File: src/rtl/fpst_pkg.sv
// Package for the Fenwick prefix-sum table: widths, codes, state type and control struct.
package fpst_pkg;

    localparam int MAX_POSITIONS_DEF = 1024;
    localparam int POS_W             = 11;
    localparam int SIZE_W            = 11;
    localparam int DATA_W            = 32;
    // The upward walk can reach one past the largest 11-bit position.
    localparam int WALK_W            = POS_W + 1;

    localparam logic [SIZE_W-1:0] SIZE_RESET = 11'd1024;

    localparam logic OP_ADD   = 1'b0;
    localparam logic OP_QUERY = 1'b1;

    typedef enum logic [1:0] {
        ST_CLEAR,
        ST_IDLE,
        ST_WALK,
        ST_DRAIN
    } fpst_state_t;

    typedef struct packed {
        logic rd_en;
        logic wr_en;
    } fpst_mem_ctrl_t;

endpackage

File: src/rtl/fpst_ctrl.sv
// Walk sequencer: clearing pass, upward add walk, downward query walk and write-back.
module fpst_ctrl #(
    parameter int MAX_POSITIONS = fpst_pkg::MAX_POSITIONS_DEF,
    parameter int AW            = $clog2(MAX_POSITIONS)
) (
    input  logic                                clk,
    input  logic                                rst_n,
    input  logic                                start,
    input  logic                                op,
    input  logic [fpst_pkg::POS_W-1:0]          position,
    input  logic signed [fpst_pkg::DATA_W-1:0]  delta,
    input  logic                                cfg_wr_en,
    input  logic [fpst_pkg::SIZE_W-1:0]         cfg_wr_data,
    output logic                                busy,
    output logic                                done,
    output logic signed [fpst_pkg::DATA_W-1:0]  prefix_sum,
    output fpst_pkg::fpst_mem_ctrl_t            mem_ctrl,
    output logic [AW-1:0]                       rd_addr,
    output logic [AW-1:0]                       wr_addr,
    output logic [fpst_pkg::DATA_W-1:0]         wr_data,
    input  logic [fpst_pkg::DATA_W-1:0]         rd_data
);
    import fpst_pkg::*;

    localparam int LIM_W = $clog2(MAX_POSITIONS + 1);
    localparam int CW    = (LIM_W > WALK_W) ? LIM_W : WALK_W;
    localparam logic [CW-1:0] MAX_C    = CW'(MAX_POSITIONS);
    localparam logic [AW-1:0] CLR_LAST = AW'(MAX_POSITIONS - 1);

    fpst_state_t state_reg, state_next;

    logic [SIZE_W-1:0] size_reg;
    logic [WALK_W-1:0] p_reg, p_next;
    logic              op_reg, op_next;
    logic [DATA_W-1:0] delta_reg, delta_next;
    logic [DATA_W-1:0] acc_reg, acc_next;
    logic              pend_valid_reg, pend_valid_next;
    logic [AW-1:0]     pend_addr_reg, pend_addr_next;
    logic [AW-1:0]     clr_addr_reg, clr_addr_next;
    logic              done_reg, done_next;
    logic [DATA_W-1:0] sum_reg, sum_next;

    logic [WALK_W-1:0] low_bit;
    logic [CW-1:0]     p_ext;
    logic [CW-1:0]     size_ext;
    logic [CW-1:0]     lim_ext;
    logic [CW-1:0]     cell_addr_ext;
    logic              walk_stop;
    logic              cell_in_table;
    logic              clr_last;

    assign low_bit       = p_reg & (~p_reg + WALK_W'(1));
    assign p_ext         = CW'(p_reg);
    assign size_ext      = CW'(size_reg);
    assign lim_ext       = (size_ext > MAX_C) ? MAX_C : size_ext;
    assign cell_addr_ext = p_ext - CW'(1);
    assign cell_in_table = (p_ext <= MAX_C);
    assign walk_stop     = (p_reg == '0) || ((op_reg == OP_ADD) && (p_ext > lim_ext));
    assign clr_last      = (clr_addr_reg == CLR_LAST);

    // Next state.
    always_comb
    begin
        state_next = state_reg;
        unique case (state_reg)
            ST_CLEAR:
            begin
                if (clr_last)
                begin
                    state_next = ST_IDLE;
                end
            end
            ST_IDLE:
            begin
                if (start)
                begin
                    state_next = ST_WALK;
                end
            end
            ST_WALK:
            begin
                if (walk_stop)
                begin
                    state_next = ST_DRAIN;
                end
            end
            ST_DRAIN:
            begin
                state_next = ST_IDLE;
            end
        endcase
    end

    // Outputs and datapath next values.
    always_comb
    begin
        mem_ctrl        = '0;
        rd_addr         = cell_addr_ext[AW-1:0];
        wr_addr         = pend_addr_reg;
        wr_data         = rd_data + delta_reg;
        p_next          = p_reg;
        op_next         = op_reg;
        delta_next      = delta_reg;
        acc_next        = acc_reg;
        pend_valid_next = 1'b0;
        pend_addr_next  = cell_addr_ext[AW-1:0];
        clr_addr_next   = clr_addr_reg;
        done_next       = 1'b0;
        sum_next        = sum_reg;

        // The cell read in the previous cycle is written back or summed now.
        if (pend_valid_reg)
        begin
            if (op_reg == OP_ADD)
            begin
                mem_ctrl.wr_en = 1'b1;
            end
            else
            begin
                acc_next = acc_reg + rd_data;
            end
        end

        unique case (state_reg)
            ST_CLEAR:
            begin
                mem_ctrl.wr_en = 1'b1;
                wr_addr        = clr_addr_reg;
                wr_data        = '0;
                clr_addr_next  = clr_addr_reg + AW'(1);
            end
            ST_IDLE:
            begin
                if (start)
                begin
                    p_next     = WALK_W'(position);
                    op_next    = op;
                    delta_next = $unsigned(delta);
                    acc_next   = '0;
                end
            end
            ST_WALK:
            begin
                if (!walk_stop)
                begin
                    // Query cells beyond the table count as zero and are not read.
                    mem_ctrl.rd_en  = (op_reg == OP_ADD) || cell_in_table;
                    pend_valid_next = mem_ctrl.rd_en;
                    if (op_reg == OP_ADD)
                    begin
                        p_next = p_reg + low_bit;
                    end
                    else
                    begin
                        p_next = p_reg - low_bit;
                    end
                end
            end
            ST_DRAIN:
            begin
                done_next = (op_reg == OP_QUERY);
                sum_next  = acc_next;
            end
        endcase
    end

    always_ff @(posedge clk or negedge rst_n)
    begin
        if (!rst_n)
        begin
            state_reg      <= ST_CLEAR;
            size_reg       <= SIZE_RESET;
            pend_valid_reg <= 1'b0;
            clr_addr_reg   <= '0;
            done_reg       <= 1'b0;
        end
        else
        begin
            state_reg      <= state_next;
            pend_valid_reg <= pend_valid_next;
            clr_addr_reg   <= clr_addr_next;
            done_reg       <= done_next;
            if (cfg_wr_en)
            begin
                size_reg <= cfg_wr_data;
            end
        end
    end

    always_ff @(posedge clk)
    begin
        p_reg         <= p_next;
        op_reg        <= op_next;
        delta_reg     <= delta_next;
        acc_reg       <= acc_next;
        pend_addr_reg <= pend_addr_next;
        sum_reg       <= sum_next;
    end

    assign busy       = (state_reg != ST_IDLE);
    assign done       = done_reg;
    assign prefix_sum = $signed(sum_reg);

endmodule

File: config.mk
export PLATFORM = sky130hd
export DESIGN_NAME = fpst_ctrl
export DESIGN_NICKNAME = d
export VERILOG_FILES = /design/src/rtl/fpst_pkg.sv /design/src/rtl/fpst_ctrl.sv
export SDC_FILE = /design/constraint.sdc
export NUM_CORES = 1
export LEC_CHECK = 0
export BUFFER_PORTS_ARGS = -buffer_cell sky130_fd_sc_hd__buf_2
export CAP_MARGIN = 20
export CELL_PAD_IN_SITES_DETAIL_PLACEMENT = 0
export CELL_PAD_IN_SITES_GLOBAL_PLACEMENT = 1
export CORE_MARGIN = 2
export CORE_UTILIZATION = 44
export CTS_BUF_LIST = sky130_fd_sc_hd__clkbuf_2
export DETAILED_ROUTE_END_ITERATION = 16
export HOLD_SLACK_MARGIN = 0.02
export PLACE_DENSITY_LB_ADDON = 0.15
export RECOVER_POWER = 50
export SKIP_LAST_GASP = 1
export SLEW_MARGIN = 30
export SYNTH_ARGS = -nofsm -noshare
export SYNTH_HDL_FRONTEND = slang
export SYNTH_SLANG_ARGS = --single-unit
export TNS_END_PERCENT = 5
File: constraint.sdc
create_clock -name clk -period 3.6 [get_ports clk]
set_input_delay 0.54 -clock clk [delete_from_list [all_inputs] [get_ports clk]]
set_output_delay 0.54 -clock clk [all_outputs]
set_load 0.005 [all_outputs]
==> results.cfg <==
[synth]
synth_area_per_cell_um2 = 9.352
synth_nets = 1214
seq_area_frac_synth_pct = 39.28
yosysUniqueCellTypes = 72
syn_area_um2 = 9623
synth_ff_type = edfxtp_1
netlist.area_leader.share_pct = 24.03
ys_ff_latch = 144
yosysWarnings = 0
yosys.area.top_type = edfxtp_1
synthCells = 1029
async_reset_ff_share_pct = 17.36
synth_edf_count = 77
synth_area_leaders = edfxtp_1 (24%), ha_1 (12%), dfxtp_1 (8.7%)

[cells_and_area]
mostFrequentLayoutCells = buf_2 (173), nand2_1 (114), a21oi_1 (94), ha_1 (90), nor2_1 (88)
multi_input_area_um2 = 5633
nFillCells = 2026
synthToLayoutAreaGrowth_pct = 24.13
final_common_cell = buf_2
ff_latch_area_um2 = 3780
nets = 1475
drive_gt1_share_pct = 24.33
final_area_um2 = 11950

[placement]
place_congestion = 0.8705
post_dp_cell_area_um2 = 11100
dp_hpwl_mm = 19.53
io_buffers = 178
pre_cts_ws_ps = -333.5

[timing]
grt_setup_unrepaired = yes
max_freq_mhz = 236.0
hold_slack_ps = 113.7
worst_slew_pin_slew_ps = 1808
layout_setup_ws_ps = -636.8
fin_crit_sh_pct = 117.7
setup_tns_ps = -9027
relSlewSlack_pct = -20.56
finalSetupViolCount = 23
drv_slew = 34
period_minus_slack_ps = 4237
finalClockSkew_ps = 33.45
hold_violations = 0

[worst_setup_path]
crit_chain = ha_1 -> a21oi_2 -> o22ai_2 -> a311o_1 -> a32o_2 -> a21oi_4 -> o21ai_2 -> a311oi_2 -> o21ba_2 -> mux2_1 -> buf_2
cp-start-kind = register
cp_max_fo = 3
worst_ep_required_time_ps = 3060
path_class = register to output port
worst_path_largest_cell_delay_ps = 440
cp.arrival_ps = 3700
slowest_stage = edfxtp_1
end_kind = output port

[clock_tree]
cts_root_buf = clkbuf_2
cts_max_level = 4
cts_tree = built
clock_path_buffers = 2
clkSinkCount = 144
clock_latency_ps = 740
clkTransAtPathRegs_ps = 250
cts_buffers = 17

[route]
vias = 8433
via_per_inst = 5.324
routed_wirelength_mm = 26.00
wire_per_inst_um = 16.42
antenna_left = 0
firstDrtPassIters = 5
dr.first_iter.drc_count = 517
drc = 0

[job]
max-cap-violations = 1

[pwr]
power.density_nw_per_um2 = 780.2
ir_drop_mv = 0.4147
total_power_mw = 9.319
p_leak_nw = 5.369

[global_routing]
grt_antenna_before_repair = 1
grt_pass1_vias = 8181
grt_max_degree = 57
overflow = 0
grt_usage_pct = 22.38
grt_pass1_wl_mm = 41.89

[floorplan]
core_um2 = 21620
rows = 54
die_h_um = 151.9
start_util_pct = 44.51
die_w_um = 151.9
boundaryPins = 179
dieArea_um2 = 23070

[hold_path]
holdCritPathClass = input port to register

[status]
violations = max-capacitance violations, max-slew violations, negative setup slack
status = finished with violations
[logic make-up (layout without fill, tap and decap cells)]
kind of cell,count (synthesis),count (layout),share of synthesized area (%)
AO/OA/AOI/OAI,279,279,18.52
AND/OR/NAND/NOR,328,328,15.77
flip-flops,144,144,39.28
adder cells (fa/ha/maj),94,94,12.38
multiplexers,35,35,4.096
other,0,1,0
XOR/XNOR,79,79,7.190
buffers and inverters,70,344,2.770
[worst max-delay path: cells and delay by family, from the launching register on]
kind / cells / cell delay [ps]
AO/OA/AOI/OAI: 8 / 1780
flip-flops: 1 / 440
buffers and inverters: 1 / 130
multiplexers: 1 / 320
adder cells (fa/ha/maj): 1 / 310
[final timing paths]
path	from	slack, ps	to	cells past startpoint
max in group asynchronous	rst_n	2120	clr_addr_reg[4]	2
worst min register to register	acc_reg[5]	500	acc_reg[5]	2
worst max-delay path	delta_reg[1]	-640	wr_data[29]	11
worst min-delay path	cfg_wr_en	110	size_reg[10]	3
min in group asynchronous	rst_n	620	clr_addr_reg[7]	2
worst max register to register	p_ext[0]	130	p_ext[10]	14
[synthesized netlist by cell type (4+ instances only)]
library cell  number
dfxtp_1           42
nor2_1            88
inv_1             28
and3_1             8
a211oi_1           7
a21oi_1           97
xnor2_1           50
dfrtp_1           24
or3_1              7
nor3_1            20
a21o_1            34
o211ai_1          10
o21bai_1           7
and2_1             6
nand4_1           22
o21a_1            11
a21boi_0          16
xor2_1            29
o31ai_1            5
nor2b_1           17
ha_1              92
nand3_1           26
edfxtp_1          77
nand2_1          114
buf_1              5
or2_2              4
a31oi_1           11
clkbuf_1          35
nand2b_1           5
mux2_2            34
o21ai_1            4
o21ai_0           47
[final cells by class]
cell class	count	share of cell area [%]
diodes	1	0.02095
inverters	29	0.9113
clock buffers	18	0.7542
well taps	280	2.933
clock inverters	14	1.498
repair buffers	283	15.08
flip-flops and latches	144	31.64
multi-input cells	815	47.16
[metrics by stage]
stage | instances | utilization [%]
after CTS | 1580 | 55.19
after floorplan | 1029 | -
after detailed placement | 1495 | 51.34
after global routing | 1584 | 55.25
final | 1584 | 55.25
after global placement | 1495 | 51.34
[where the power goes]
| part | switching [mW] | total (mW) | internal [mW] |
|---|---|---|---|
| clock network | 0.666 | 1.07 | 0.406 |
| registers | 0.385 | 2.92 | 2.53 |
| logic | 2.96 | 5.33 | 2.37 |
[per-layer routing]
layer / vias up / global-route usage, % / share of wire, %
met2: 214 / 34.73 / 44
li1: 4272 / - / -
met3: 37 / 4.649 / 5.1
met4: 0 / 6.542 / 1.8
met1: 3910 / 31.66 / 49
met5: - / 0 / 0
[repair_timing]
item,4_1_cts,5_1_grt
gates cloned,0,0
endpoints found under the hold margin,75,2
setup endpoints to repair,25,28
setup buffers,1,1
resized for setup,7,5
pin swaps,8,6
hold buffers,52,2
Power figures use the tool's default switching activity.
